[src/hdl/tmf_pkg.sv]
// ----------------------------------------------------------------------------
// tmf_pkg
// Shared constants and types for the multichannel trimmed mean unit.
// ----------------------------------------------------------------------------
package tmf_pkg;

  localparam int CHANNELS    = 2;
  localparam int KEEP_LOG2   = 3;
  localparam int SAMPLE_BITS = 12;

  // Fixed field widths of the ports
  localparam int IN_BITS     = 12;
  localparam int CHAN_BITS   = 3;
  localparam int AVG_BITS    = 12;
  localparam logic [AVG_BITS-1:0] AVG_MAX = '1;

  localparam int ROUNDS      = (1 << KEEP_LOG2) + 2;
  localparam int RND_BITS    = $clog2(ROUNDS);
  localparam int PTR_BITS    = (CHANNELS > 1) ? $clog2(CHANNELS) : 1;
  // The sum holds ROUNDS full-scale samples without wrapping
  localparam int SUM_BITS    = SAMPLE_BITS + $clog2(ROUNDS);
  localparam int SHIFT_BITS  = (SUM_BITS > AVG_BITS) ? SUM_BITS : AVG_BITS;

  localparam logic [PTR_BITS-1:0] LAST_CHAN  = PTR_BITS'(CHANNELS - 1);
  localparam logic [RND_BITS-1:0] LAST_ROUND = RND_BITS'(ROUNDS - 1);

  typedef struct packed {
    logic [SUM_BITS-1:0]    sum;
    logic [SAMPLE_BITS-1:0] min;
    logic [SAMPLE_BITS-1:0] max;
  } entry_t;

  localparam int ENTRY_BITS = $bits(entry_t);

endpackage

[src/hdl/tmf_ram.sv]
// ----------------------------------------------------------------------------
// tmf_ram
// Generic single-write, single-read RAM with a registered read port.
// ----------------------------------------------------------------------------
module tmf_ram #(
  parameter int WIDTH = 8,
  parameter int DEPTH = 2
) (
  input  logic                             clk,
  input  logic                             wr_en,
  input  logic [$clog2(DEPTH>1?DEPTH:2)-1:0] wr_addr,
  input  logic [WIDTH-1:0]                 wr_data,
  input  logic [$clog2(DEPTH>1?DEPTH:2)-1:0] rd_addr,
  output logic [WIDTH-1:0]                 rd_data
);

  logic [WIDTH-1:0] mem [DEPTH];

  always_ff @(posedge clk) begin
    if (wr_en) begin
      mem[wr_addr] <= wr_data;
    end
    rd_data <= mem[rd_addr];
  end

endmodule

[src/hdl/tmf_datapath.sv]
// ----------------------------------------------------------------------------
// tmf_datapath
// Entry update (sum, min, max) and trimmed average of one channel entry.
// ----------------------------------------------------------------------------
module tmf_datapath
  import tmf_pkg::*;
(
  input  entry_t                 rd_entry,
  input  logic [SAMPLE_BITS-1:0] sample_q,
  input  logic                   first_round,
  output entry_t                 wr_entry,
  output logic [AVG_BITS-1:0]    average_calc
);

  logic [SUM_BITS-1:0]   trimmed;
  logic [SHIFT_BITS-1:0] shifted;

  // Load on the first round of a set, accumulate afterwards
  always_comb begin
    if (first_round) begin
      wr_entry.sum = SUM_BITS'(sample_q);
      wr_entry.min = sample_q;
      wr_entry.max = sample_q;
    end else begin
      wr_entry.sum = rd_entry.sum + SUM_BITS'(sample_q);
      wr_entry.min = (sample_q < rd_entry.min) ? sample_q : rd_entry.min;
      wr_entry.max = (sample_q > rd_entry.max) ? sample_q : rd_entry.max;
    end
  end

  // Drop both extremes, divide by the kept count, clamp to the field
  always_comb begin
    trimmed = rd_entry.sum - SUM_BITS'(rd_entry.min) - SUM_BITS'(rd_entry.max);
    shifted = SHIFT_BITS'(trimmed >> KEEP_LOG2);
    if (shifted > SHIFT_BITS'(AVG_MAX)) begin
      average_calc = AVG_MAX;
    end else begin
      average_calc = shifted[AVG_BITS-1:0];
    end
  end

endmodule

[src/hdl/multichannel_trimmed_mean_unit.sv]
// ----------------------------------------------------------------------------
// multichannel_trimmed_mean_unit
// Per-channel olympic trimmed mean over a set of scan rounds.
// ----------------------------------------------------------------------------
// Each sample's entry is read in S_IDLE and written back in S_UPDATE; no
// new sample is taken before that write-back. At the end of a set, each
// channel result passes S_READ, S_CALC and S_OUT, plus any wait on
// out_ready; no sample is taken during that burst.
// Reset clears the channel pointer, round counter and sequencer; the RAM
// needs no clearing pass since the first round of a set overwrites it.
// ----------------------------------------------------------------------------
module multichannel_trimmed_mean_unit
  import tmf_pkg::*;
(
  input  logic                 clk,
  input  logic                 rst,
  input  logic                 in_valid,
  output logic                 in_ready,
  input  logic [IN_BITS-1:0]   sample,
  output logic                 out_valid,
  input  logic                 out_ready,
  output logic [CHAN_BITS-1:0] channel,
  output logic [AVG_BITS-1:0]  average,
  output logic                 last
);

  typedef enum logic [2:0] {
    S_IDLE,
    S_UPDATE,
    S_READ,
    S_CALC,
    S_OUT
  } state_t;

  state_t                 state;
  logic [PTR_BITS-1:0]    chan_ptr;
  logic [RND_BITS-1:0]    round;
  logic [PTR_BITS-1:0]    emit_idx;
  logic [SAMPLE_BITS-1:0] sample_q;

  logic [PTR_BITS-1:0]    rd_addr;
  logic                   wr_en;
  entry_t                 rd_entry;
  entry_t                 wr_entry;
  logic [ENTRY_BITS-1:0]  rd_data;
  logic [AVG_BITS-1:0]    average_calc;

  assign in_ready = (state == S_IDLE);
  assign wr_en    = (state == S_UPDATE);
  assign rd_entry = entry_t'(rd_data);

  // Read the accepted sample's channel while idle, the result entry otherwise
  assign rd_addr = (state == S_IDLE) ? chan_ptr : emit_idx;

  tmf_ram #(
    .WIDTH (ENTRY_BITS),
    .DEPTH (CHANNELS)
  ) u_ram (
    .clk     (clk),
    .wr_en   (wr_en),
    .wr_addr (chan_ptr),
    .wr_data (wr_entry),
    .rd_addr (rd_addr),
    .rd_data (rd_data)
  );

  tmf_datapath u_datapath (
    .rd_entry     (rd_entry),
    .sample_q     (sample_q),
    .first_round  (round == '0),
    .wr_entry     (wr_entry),
    .average_calc (average_calc)
  );

  always_ff @(posedge clk) begin
    if (rst) begin
      state     <= S_IDLE;
      chan_ptr  <= '0;
      round     <= '0;
      emit_idx  <= '0;
      out_valid <= 1'b0;
    end else begin
      case (state)
        S_IDLE: begin
          // Hold the sample; its entry read is already under way
          if (in_valid) begin
            sample_q <= SAMPLE_BITS'(sample);
            state    <= S_UPDATE;
          end
        end
        S_UPDATE: begin
          // Write back the entry, then advance pointer and round
          if (chan_ptr == LAST_CHAN) begin
            chan_ptr <= '0;
            if (round == LAST_ROUND) begin
              round    <= '0;
              emit_idx <= '0;
              state    <= S_READ;
            end else begin
              round <= round + 1'b1;
              state <= S_IDLE;
            end
          end else begin
            chan_ptr <= chan_ptr + 1'b1;
            state    <= S_IDLE;
          end
        end
        S_READ: begin
          state <= S_CALC;
        end
        S_CALC: begin
          // Load the result register from the entry just read
          channel   <= CHAN_BITS'(emit_idx);
          average   <= average_calc;
          last      <= (emit_idx == LAST_CHAN);
          out_valid <= 1'b1;
          state     <= S_OUT;
        end
        S_OUT: begin
          // Hold the result until the transaction completes
          if (out_ready) begin
            out_valid <= 1'b0;
            if (emit_idx == LAST_CHAN) begin
              state <= S_IDLE;
            end else begin
              emit_idx <= emit_idx + 1'b1;
              state    <= S_READ;
            end
          end
        end
        default: begin
          state <= S_IDLE;
        end
      endcase
    end
  end

endmodule
[config.mk]
export PLATFORM = sky130hd
export DESIGN_NAME = multichannel_trimmed_mean_unit
export DESIGN_NICKNAME = d
export VERILOG_FILES = /design/src/hdl/tmf_pkg.sv /design/src/hdl/tmf_ram.sv /design/src/hdl/tmf_datapath.sv /design/src/hdl/multichannel_trimmed_mean_unit.sv
export SDC_FILE = /design/constraint.sdc
export NUM_CORES = 1
export LEC_CHECK = 0
export BUFFER_PORTS_ARGS = -buffer_cell sky130_fd_sc_hd__buf_2
export CAP_MARGIN = 10
export CORE_MARGIN = 1.5
export CORE_UTILIZATION = 45
export CTS_BUF_LIST = sky130_fd_sc_hd__clkbuf_4 sky130_fd_sc_hd__clkbuf_8
export DETAILED_ROUTE_END_ITERATION = 16
export GPL_ROUTABILITY_DRIVEN = 0
export GPL_TIMING_DRIVEN = 1
export REMOVE_ABC_BUFFERS = 1
export SYNTH_ARGS = -nofsm -noshare
export SYNTH_HDL_FRONTEND = slang
export SYNTH_SLANG_ARGS = --single-unit
[constraint.sdc]
create_clock -name clk -period 6.2 [get_ports clk]
set_clock_uncertainty 0.2 [all_clocks]
set_input_delay 0.31 -clock clk [delete_from_list [all_inputs] [get_ports clk]]
set_output_delay 0.31 -clock clk [all_outputs]
set_load 0.1 [all_outputs]
==> results.md <==
* Max stage delay cell, worst path: sky130_fd_sc_hd__a21oi_2
* Unrepaired setup endpoints after global routing: false
* Total of flip-flops plus latches after synthesis at 155
* Max Clock Freq at 0.291 GHz
* Synth warnings at 0
* Cell class contributing the biggest share of worst-path delay: compound AO/OA/AOI/OAI gates
* Hold Buf Count CTS at 15
* Top FF cell, synth: sky130_fd_sc_hd__edfxtp_1
* Root Buffer Master: sky130_fd_sc_hd__clkbuf_8
* Cell type with the largest total area after synthesis: sky130_fd_sc_hd__edfxtp_1
* Antenna violations before repair at 0
* Cell chain of the critical path: ha_1, nor2b_1, o211ai_1, a21oi_1, a2111oi_2, o21ai_1, a21oi_2, mux2_1
* Aggregate routed wire length at 14500 um
* Simple-Gate Fraction of Synth Area at 8.34%
* Gate count after technology mapping at 575
* Transition time at the pin with the least slew margin at 1.14 ns
* Static leakage power at 3.26 nW
* Effective utilization at floorplan at 45.7%
* Combinational family with the most area after synthesis: adder cells
* Floorplan die width at 132 um
* Async S/R FF share, synth at 0%
* Portion of synthesized cell area occupied by the leading cell type at 42.1%
* Synthesized-area fraction occupied by ao, oa, aoi and oai cells at 8.39%
* Count of max-cap constraint violations at 0
* Chip Height at 132 um
* Mux contribution to synthesized area at 10.8%
* Die area at 0.0174 mm2
* Max transition margin at 23.5%
* Max stage delay on crit path at 0.76 ns
* Leading cell types by count after synthesis: sky130_fd_sc_hd__edfxtp_1, sky130_fd_sc_hd__mux2_2, sky130_fd_sc_hd__dfxtp_1
* Avg Inst Size Synth at 13.0 um2
* Final routed DRC violation total at 0
* Routed WL per cell at 16.9 um
* Max-slew violation count at 0
* Clock sink total at 155
* Number of primary I/O pins at 34
* Highest net fanout along the worst path at 12
* Clk Latency, worst-skew pair at 0.46 ns
* Mapped Area at 0.00750 mm2
* Setup tns final at 0 ns
* Worst hold margin at 0.274 ns
* Number of rows in the core area at 47
* Distinct cell type count after synthesis at 64
* Maximum number of pins on one net before global-route repair at 45
* Via count of the first global-routing pass at 4560
* Worst VDD drop at 0.141 mV
* Clock tree from TritonCTS: built
* Portion of the post-synthesis area used by sequential elements at 55.4%
* Post-Route Utilization at 51.7%
* Detailed placement HPWL at 9850 um
* Count of flip-flops with a built-in enable after synthesis at 105
* Area growth from synthesis to layout at 13.1%
* Clock input transition at the sequential cells of the worst setup and hold paths at 0.08 ns
* Synth area leaders: sky130_fd_sc_hd__edfxtp_1, sky130_fd_sc_hd__dfxtp_1, sky130_fd_sc_hd__ha_1
* Dominant cell by count in the synthesized netlist: sky130_fd_sc_hd__edfxtp_1
* Fraction of final layout cells with drive strength greater than 1 at 22.5%
* Shortest period the worst path allows at 3.44 ns
* Final Setup Violations at 0
* Launching element type of the critical path: flop
* Critical path required time at 6.19 ns
* Buffer count from post-CTS setup fixing at 0
* Clock buffers created by TritonCTS at 17
* Diodes inserted at 0
* Cell Pwr Density at 296 mW/mm2
* Final global-route overflow total at 0
* Critical path buffer and inverter count at 0
* Adder-cell share of the synthesized area at 11.2%
* Data arrival time of the worst path at 3.43 ns
* Bufs on Longest Clock Path at 2
* Worst setup path category: flop to flop
* Post-cts sizing count at 0
* First-pass GRT wire length at 23500 um
* Result of the run: complete, no violations
* Number of failing hold endpoints at the final stage at 0
* Total via count after detailed routing at 4518
* Residual antenna-violating net count after detailed routing at 0
* Router iterations before antenna repair at 4
* Synth Area in XOR/XNOR at 2.35%
* Buffers added on ports at 31
* Period utilisation layout at 55.5%
* Capturing element type of the critical path: flop
* H-tree depth at 4
* Vias per cell at 5.26
* Worst Hold Class: flop to flop
* Layout filler cell count at 1379
* Placeable Area at 0.0164 mm2
* DR iter-0 viols at 266
* Global-route total usage across every layer at 17.6%
* Number of nets at the end of the flow at 702
-- final cells by class --
cell class,instances,area (um2),area share (%)
tap,220,275,3.25
clock inverter,14,216,2.55
sequential,155,4150,49.0
multi-input combinational,366,3110,36.7
timing repair buffer,50,335,3.96
inverter,36,135,1.59
clock buffer,18,248,2.92
-- through the flow --
step	power (mW)	setup slack [ns]	std cells	cell area (um2)
2_1_floorplan	1.54	0.617	557	7380
5_1_grt	2.62	2.52	859	8480
3_5_place_dp	1.64	2.76	812	7860
4_1_cts	2.53	2.72	859	8480
6_report	2.51	2.76	859	8480
3_3_place_gp	1.63	2.75	812	7860
-- flip-flops by register name, summed over array words and instances (netlist names) --
register	cells
average	12
chan_ptr	1
emit_idx	1
last	1
out_valid	1
round	4
sample_q	12
state	3
u_ram.mem	80
u_ram.rd_data	40
-- worst paths after layout --
check	from	to	slack, ns	cells after the start
min	u_ram.mem[0][28]	u_ram.rd_data[28]	0.27	1
max	sample_q[1]	u_ram.mem[0][6]	2.76	8
max reg2reg	sample_q[1]	u_ram.mem[0][6]	2.76	8
min reg2reg	u_ram.mem[0][28]	u_ram.rd_data[28]	0.27	1
-- placed cells by master, fill, tap and decap left out, types with 4 or more instances in the layout --
master | synthesis | final
sky130_fd_sc_hd__nand4_1 | 4 | 4
sky130_fd_sc_hd__nor2_1 | 35 | 34
sky130_fd_sc_hd__a21o_1 | 7 | 7
sky130_fd_sc_hd__a211oi_1 | 5 | 5
sky130_fd_sc_hd__inv_1 | 36 | 36
sky130_fd_sc_hd__dlygate4sd3_1 | 0 | 15
sky130_fd_sc_hd__mux2i_1 | 9 | 8
sky130_fd_sc_hd__ha_1 | 48 | 48
sky130_fd_sc_hd__clkbuf_8 | 1 | 18
sky130_fd_sc_hd__nand2b_1 | 5 | 5
sky130_fd_sc_hd__dfxtp_1 | 50 | 50
sky130_fd_sc_hd__bufinv_16 | 0 | 5
sky130_fd_sc_hd__mux2_2 | 52 | 52
sky130_fd_sc_hd__buf_4 | 3 | 4
sky130_fd_sc_hd__nand3_1 | 7 | 7
sky130_fd_sc_hd__o21a_1 | 4 | 4
sky130_fd_sc_hd__nor3_1 | 8 | 8
sky130_fd_sc_hd__buf_2 | 4 | 31
sky130_fd_sc_hd__nor3b_1 | 4 | 4
sky130_fd_sc_hd__xor2_1 | 13 | 13
sky130_fd_sc_hd__nor2b_1 | 9 | 9
sky130_fd_sc_hd__a21oi_1 | 23 | 23
sky130_fd_sc_hd__edfxtp_1 | 105 | 105
sky130_fd_sc_hd__nand2_1 | 31 | 31
sky130_fd_sc_hd__xnor2_1 | 4 | 4
sky130_fd_sc_hd__mux2_1 | 8 | 8
sky130_fd_sc_hd__fa_1 | 12 | 12
sky130_fd_sc_hd__o21ai_0 | 23 | 23
-- kinds of logic after synthesis --
| logic type | after synthesis |
|---|---|
| and+or+nand+nor | 123 |
| adders and majority gates | 60 |
| buffers and inverters | 55 |
| muxes | 72 |
| xor gates and xnor gates | 18 |
| other | 1 |
| AOI/OAI and AO/OA | 91 |
| DFF | 155 |
-- per-layer routing --
metal,track usage [%],vias to the layer above,share of wire [%]
li1,-,2208,-
met5,0,-,0
met4,7.84,0,2.2
met1,23.5,2214,48
met2,28.1,73,47
met3,3.19,23,3.4
-- power by group --
group,total (mW),switching (mW),internal [mW],leakage (nW)
combinational,0.440,0.250,0.191,1.65
sequential,1.19,0.0301,1.16,1.38
clock,0.877,0.385,0.492,0.233
(Power assumes the default switching activity.)
